$ cat src/rtl/rli_pkg.sv
// shared types, constants and the divider step of the rounded linear interpolator
package rli_pkg;

  localparam int unsigned DataW      = 8;
  localparam int unsigned DivStages  = 4;
  localparam int unsigned BitsPerStg = DataW / DivStages;
  localparam int unsigned NumStg     = DivStages + 3;

  typedef logic [DataW-1:0] byte_t;

  typedef struct packed {
    logic  bypass;
    byte_t y_byp;
    byte_t y_low;
    logic  falling;
    byte_t span;
    byte_t dx;
    byte_t dy;
    byte_t rem;
    byte_t quo;
    byte_t dvd_lo;
  } pipe_t;

  // one restoring division step: returns {quotient bit, new remainder}
  function automatic logic [DataW:0] div_step(input byte_t rem, input logic dvd_bit,
                                              input byte_t span);
    logic [DataW:0] part;
    logic [DataW:0] diff;
    logic [DataW:0] res;
    part = {rem, dvd_bit};
    diff = part - {1'b0, span};
    if (part >= {1'b0, span}) begin
      res = {1'b1, diff[DataW-1:0]};
    end else begin
      res = {1'b0, part[DataW-1:0]};
    end
    return res;
  endfunction

endpackage

$ cat src/rtl/rounded_linear_interpolator.sv
// rounded linear interpolator between two 8-bit breakpoints, pipelined
//
//  channel  direction  handshake                  payload
//  in       input      in_valid_i / in_ready_o    x_low_i x_high_i y_at_low_i y_at_high_i query_x_i
//  out      output     out_valid_o / out_ready_i  y_out_o
//
// seven register stages: prepare, multiply, four divider stages of two bits, round and add
// one beat per cycle sustained without backpressure
// empty stages fill while the output stalls, so bubbles are squeezed out
// reset clears the valid bits only; a stall holds the occupied stages from the output back to the first empty stage
module rounded_linear_interpolator
  import rli_pkg::*;
(
  input  logic  clk_i,
  input  logic  rst_ni,
  input  logic  in_valid_i,
  output logic  in_ready_o,
  input  byte_t x_low_i,
  input  byte_t x_high_i,
  input  byte_t y_at_low_i,
  input  byte_t y_at_high_i,
  input  byte_t query_x_i,
  output logic  out_valid_o,
  input  logic  out_ready_i,
  output byte_t y_out_o
);

  pipe_t             pipe_q [NumStg];
  pipe_t             pipe_d [NumStg];
  logic [NumStg-1:0] vld_q;
  logic [NumStg-1:0] en;

  always_comb begin
    en[NumStg-1] = !vld_q[NumStg-1] || out_ready_i;
    for (int k = NumStg - 2; k >= 0; k--) begin
      en[k] = !vld_q[k] || en[k+1];
    end
  end

  assign in_ready_o  = en[0];
  assign out_valid_o = vld_q[NumStg-1];
  assign y_out_o     = pipe_q[NumStg-1].y_byp;

  for (genvar k = 0; k < NumStg; k++) begin : g_stg
    if (k == 0) begin : g_prep
      always_comb begin
        pipe_d[k]         = '0;
        pipe_d[k].bypass  = (query_x_i <= x_low_i) || (query_x_i >= x_high_i);
        pipe_d[k].y_byp   = (query_x_i <= x_low_i) ? y_at_low_i : y_at_high_i;
        pipe_d[k].y_low   = y_at_low_i;
        pipe_d[k].falling = y_at_high_i < y_at_low_i;
        pipe_d[k].span    = x_high_i - x_low_i;
        pipe_d[k].dx      = query_x_i - x_low_i;
        pipe_d[k].dy      = (y_at_high_i < y_at_low_i) ? (y_at_low_i - y_at_high_i)
                                                       : (y_at_high_i - y_at_low_i);
      end
    end else if (k == 1) begin : g_mul
      logic [2*DataW-1:0] prod;
      assign prod = (2*DataW)'(pipe_q[k-1].dy) * (2*DataW)'(pipe_q[k-1].dx);
      always_comb begin
        pipe_d[k]        = pipe_q[k-1];
        pipe_d[k].rem    = prod[2*DataW-1:DataW];
        pipe_d[k].dvd_lo = prod[DataW-1:0];
        pipe_d[k].quo    = '0;
      end
    end else if (k < NumStg - 1) begin : g_div
      always_comb begin
        logic [DataW:0] step;
        pipe_d[k] = pipe_q[k-1];
        for (int j = 0; j < BitsPerStg; j++) begin
          step             = div_step(pipe_d[k].rem, pipe_d[k].dvd_lo[DataW-1], pipe_d[k].span);
          pipe_d[k].rem    = step[DataW-1:0];
          pipe_d[k].quo    = {pipe_d[k].quo[DataW-2:0], step[DataW]};
          pipe_d[k].dvd_lo = {pipe_d[k].dvd_lo[DataW-2:0], 1'b0};
        end
      end
    end else begin : g_fin
      byte_t q_rnd;
      assign q_rnd = pipe_q[k-1].quo
                   + byte_t'(pipe_q[k-1].rem >= (pipe_q[k-1].span >> 1));
      always_comb begin
        pipe_d[k] = pipe_q[k-1];
        if (!pipe_q[k-1].bypass) begin
          pipe_d[k].y_byp = pipe_q[k-1].falling ? (pipe_q[k-1].y_low - q_rnd)
                                                : (pipe_q[k-1].y_low + q_rnd);
        end
      end
    end

    always_ff @(posedge clk_i or negedge rst_ni) begin
      if (!rst_ni) begin
        vld_q[k] <= 1'b0;
      end else if (en[k]) begin
        vld_q[k] <= (k == 0) ? in_valid_i : vld_q[(k == 0) ? 0 : k - 1];
      end
    end

    always_ff @(posedge clk_i) begin
      if (en[k]) begin
        pipe_q[k] <= pipe_d[k];
      end
    end
  end

endmodule

$ cat config.mk
export PLATFORM = sky130hd
export DESIGN_NAME = rounded_linear_interpolator
export DESIGN_NICKNAME = d
export VERILOG_FILES = /design/src/rtl/rli_pkg.sv /design/src/rtl/rounded_linear_interpolator.sv
export SDC_FILE = /design/constraint.sdc
export NUM_CORES = 1
export LEC_CHECK = 0
export ABC_AREA = 1
export BUFFER_PORTS_ARGS = -buffer_cell sky130_fd_sc_hd__buf_4
export CAP_MARGIN = 20
export CORE_MARGIN = 1
export CORE_UTILIZATION = 40
export CTS_CLUSTER_DIAMETER = 40
export DETAILED_ROUTE_END_ITERATION = 8
export MAX_ROUTING_LAYER = met4
export PLACE_DENSITY = 0.56
export RECOVER_POWER = 50
export SYNTH_ARGS = -nofsm -noshare
export SYNTH_HDL_FRONTEND = slang
export SYNTH_SLANG_ARGS = --single-unit
$ cat constraint.sdc
create_clock -name clk_i -period 8.19 [get_ports clk_i]
set_clock_uncertainty 0.1 [all_clocks]
set_input_delay 2.0475 -clock clk_i [delete_from_list [all_inputs] [get_ports clk_i]]
set_output_delay 2.0475 -clock clk_i [all_outputs]
set_load 0.03 [all_outputs]
; ---- Word-level counts from Yosys, hierarchy flattened
; Memory sizes are Yosys's and may differ from the RTL's.
; Index checks and enable logic that the tools add are counted.
; W data, S select, Z words.
[totals]
ff_bits = 7
ram_bits = 462
output_inout_bits = 10
memories = 1
[classes]
addsub = 15
n_mul = 1
n_lt_le_gt_ge = 12
mux = 26
reduce_logical = 15
[memory_table]
columns = memory, depth, width, read_ports, rd_ports_with_merged_regs, write_ports, line_no
row1 = pipe_q, 7, 66, 7, 0, 7, rounded_linear_interpolator.sv:28  ; pipe_t pipe_q [NumStg];
[op_table]
columns = operator, n
row1 = $sub A8 B8 Y8, 13
row2 = $ge A9 B8 Y1, 8
row3 = $mux W9, 8
row4 = $mux W8, 4
row5 = $mul A8 B8 Y16, 1
row6 = $mux W1, 14
row7 = $add A8 B1 Y8, 1
row8 = $add A8 B8 Y8, 1
row9 = $ge A8 B7 Y1, 1
row10 = $ge A8 B8 Y1, 1
row11 = $le A8 B8 Y1, 1
row12 = $logic_or A1 B1 Y1, 8
row13 = $lt A8 B8 Y1, 1
row14 = $logic_not A1 Y1, 7

; ---- Longest topological paths before layout
[depth]
ltp_word = 10
ltp_mapped = 24
mapped_depth_nobuf = 24

; ---- Worst setup path before layout
; No wires, ideal clock.
[synth_path]
path_type = input port to output port
start = input out_ready_i
end = output in_ready_o
arrival_ns = 6.630
t_required_ns = 6.043
path_slack_ns = -0.588
path_stages = 10
cell_sequence = nor2_1 > inv_1 > nor2_1 > inv_1 > nor2_1 > inv_1 > nor2_1 > nand2_1 > nor2_1 > nand2_1
[synth_via]
elab_chain_len = 7
[synth_lines]
columns = item, line_no
row1 = start: declaration, rounded_linear_interpolator.sv:24  ; input logic out_ready_i,
row2 = $logic_or A1 B1 Y1, rounded_linear_interpolator.sv:34  ; en[NumStg-1] = !vld_q[NumStg-1] || out_ready_i;
row3 = via en[6], rounded_linear_interpolator.sv:31  ; logic [NumStg-1:0] en;
row4 = $logic_or A1 B1 Y1, rounded_linear_interpolator.sv:36  ; en[k] = !vld_q[k] || en[k+1];
row5 = via en[5], rounded_linear_interpolator.sv:31
row6 = $logic_or A1 B1 Y1, rounded_linear_interpolator.sv:36
row7 = via en[4], rounded_linear_interpolator.sv:31
row8 = $logic_or A1 B1 Y1 (2 in series), rounded_linear_interpolator.sv:36
row9 = via en[2], rounded_linear_interpolator.sv:31
row10 = $logic_or A1 B1 Y1 (2 in series), rounded_linear_interpolator.sv:36
row11 = end: declaration, rounded_linear_interpolator.sv:17  ; output logic in_ready_o,
; The timed path passes the listed nets, and every way through them passes these cells.

; ---- Worst setup path in the final report
; Same ends and word-level chain as after synthesis.

==> qor.csv <==
stage,metric,value,unit
logic_synthesis,synth_common_cells,"nand2_1, inv_1, edfxtp_1, ha_1, nand3_1",
global_routing,grt_pass1_wl,55010,µm
clock_network,cts_setup_buffers,0,
worst_setup_path,reg2reg_depth,15,
detailed_routing,post-route-drc-count,0,
die,coreArea,0.04083,mm²
worst_setup_path,cpMostUsedCell,nor2_1,
logic_synthesis,synth_cell_types,49,
clock_network,htreeDepth,2,
status,violations,"max-capacitance violations, max-slew violations",
logic_synthesis,ys_seq_area_frac,0.4799,
logic_synthesis,synthFlopType,edfxtp_1,
clock_network,numCtsBuffers,38,
timing,final-hold-violation-count,0,
logic_synthesis,synth_edf_count,259,
timing,grt_setup_unrepaired,no,
logic_synthesis,avgSynthCellArea,9.941,µm²
worst_setup_path,arrival,4.30,ns
final_layout,drive_above_1_share,0.08592,
worst_setup_path,max_stage_delay,0.48,ns
final_layout,finish.utilization,0.4605,
worst_setup_path,cp_top_family,buffers and inverters,
clock_network,cts.clk_slew.worst_paths,0.05,ns
die,rows,74,
timing,period_share,0.7873,
die,die_w,205.5,µm
final_layout,fillers,3813,
final_layout,antenna_cells,0,
worst_setup_path,start_kind,primary input,
worst_setup_path,cp_max_fo,44,
clock_network,cts_max_path_buffers,3,
global_routing,grt_use_total,0.1676,
clock_network,clkLatencyLatePin,0.54,ns
min_path,hold_depth,0,
timing,setup_violations,0,
logic_synthesis,synth_top_area_cell,edfxtp_1,
status,status,"complete, but fails checks",
die,io_pins,54,
detailed_routing,drt_first_pass_iters,5,
detailed_routing,drtIter0Drc,562,
worst_setup_path,path_buf_inv,7,
job,drv_cap,2,
clock_network,cts.repair.resized,0,
worst_setup_path,criticalPathCategory,primary input to primary output,
logic_synthesis,synth_nets,1915,
die,die_area,0.04224,mm²
worst_setup_path,r2r-start,pipe_q[0][25],
min_path,hold_end,pipe_q[2][58],
global_routing,antenna_found_initial,0,
placed_design,placed_area,0.01758,mm²
placed_design,io_buffers,53,
timing,max-slew-margin-rel,-0.5166,
detailed_routing,avgViaCountPerCell,4.821,
logic_synthesis,netlist_area,0.01657,mm²
timing,slew_viol_final,87,
timing,worst_pin_slew,2.275,ns
timing,final.min_clock_period,6.448,ns
logic_synthesis,synth_seq_cells,266,
die,fp.dieH,205.5,µm
worst_setup_path,crit_path_end_kind,primary output,
clock_network,cts_tree,done,
global_routing,grt_pass1_vias,11230,
clock_network,cts_sinks,266,
final_layout,nets,1990,
logic_synthesis,synth_cells,1667,
placed_design,hpwl,25850,µm
worst_setup_path,crit_chain,"clkbuf_4, nor2_1, inv_1, nor2_1, inv_1, nor2_1, inv_1, nor2_1, nand2_2, buf_4, nor2_1, nand2_2, buf_4, buf_4",
placed_design,gp_congestion,0.8843,
logic_synthesis,synth.top_cell.area_share,0.4693,
detailed_routing,post_drt_wl_per_cell,14.13,µm
worst_setup_path,r2r_end,pipe_q[1][21],
min_path,hold_class,flip-flop to flip-flop,
final_layout,fin_area,0.01880,mm²
detailed_routing,totalWireLength,32520,µm
die,start_util,0.4058,
clock_network,cts_hold_repair.buffers,0,
logic_synthesis,yosysMostFrequentCell,nand2_1,
logic_synthesis,yosys_warnings,0,
global_routing,overflow,0,
worst_setup_path,slowest_stage,buf_4,
min_path,hold_start,pipe_q[1][58],
detailed_routing,vias,11090,
logic_synthesis,yosys-top-cells-area,"edfxtp_1, ha_1, nand2_1",
worst_setup_path,rrSetupSlack,3.66,ns
logic_synthesis,async_flop_share,0.02632,
clock_network,clockRootBuffer,clkbuf_16,
global_routing,grt_max_degree,45,
timing,fin_tns_setup,0,ns
worst_setup_path,cp.required,6.04,ns
timing,fmax,155.1,MHz
final_layout,syn2layout_area_growth,13.46,%
detailed_routing,drtAntennaViolNets,0,
routing by layer:
layer / GRT usage / up-vias / wire length [µm]
met5: - / - / 0
met4: 0.04894 / 0 / 697
met3: 0.02296 / 51 / 922
met2: 0.2785 / 141 / 15480
met1: 0.2129 / 5199 / 15420
li1: - / 5702 / -
cell families (layout without fill, tap and decap cells):
logic type | count (synthesis) | in the layout | share of synthesized area
AO/OA/AOI/OAI | 152 | 152 | 0.05316
AND/OR/NAND/NOR | 662 | 662 | 0.1803
XOR/XNOR | 76 | 76 | 0.04017
buffers and inverters | 307 | 409 | 0.07022
flip-flops | 266 | 266 | 0.4799
adder cells (fa/ha/maj) | 204 | 204 | 0.1762
worst max path at each step:
stage	slack [ns]	start	cells past startpoint	end
2_1_floorplan	0.24	out_ready_i	10	in_ready_o
3_3_place_gp	1.73	out_ready_i	14	in_ready_o
3_5_place_dp	1.68	out_ready_i	14	in_ready_o
4_1_cts	1.66	out_ready_i	14	in_ready_o
5_1_grt	1.43	out_ready_i	14	in_ready_o
6_report	1.74	out_ready_i	14	in_ready_o
final cells by class:
cell class	instances	area [µm²]	area share
clock buffer	41	962.2	0.05117
clock inverter	26	336.6	0.01790
inverter	283	1062	0.05650
multi-input combinational	1094	7432	0.3953
sequential	266	7953	0.4230
tap	532	665.6	0.03540
timing repair buffer	59	390.4	0.02076
registers in the layout (all words and copies together) (netlist names):
register / cells
vld_q: 6
pipe_q: 259
out_valid_o: 1
through the flow:
step                      setup slack (ns)  instances  hold WS (ns)
after floorplan                     0.2390       1667        0.3003
after global placement               1.734       2234        0.3008
after detailed placement             1.682       2234        0.3045
after CTS                            1.662       2301        0.3056
after global routing                 1.433       2301        0.3129
final                                1.742       2301        0.3065
placed cells by master, fill, tap and decap left out, types with 3 or more instances in the layout:
cell	instances
a21o_1	11
a21oi_1	77
a21oi_2	3
buf_4	41
bufinv_16	5
clkbuf_1	17
clkbuf_16	38
clkbuf_4	4
clkinv_1	6
clkinv_2	4
clkinv_4	5
dfrtp_1	7
edfxtp_1	259
fa_1	49
ha_1	155
inv_1	279
inv_6	3
nand2_1	395
nand2_2	7
nand2_4	10
nand3_1	124
nand3b_1	12
nand4_1	24
nor2_1	60
nor2_4	4
nor3_1	7
o21ai_0	37
o21ai_2	3
o21bai_1	6
or2_2	11
xnor2_1	23
xor2_1	53
Power is left out: the tool's default activity adds up to more than one toggle a clock period on the data nets, which glitch-free logic cannot reach.
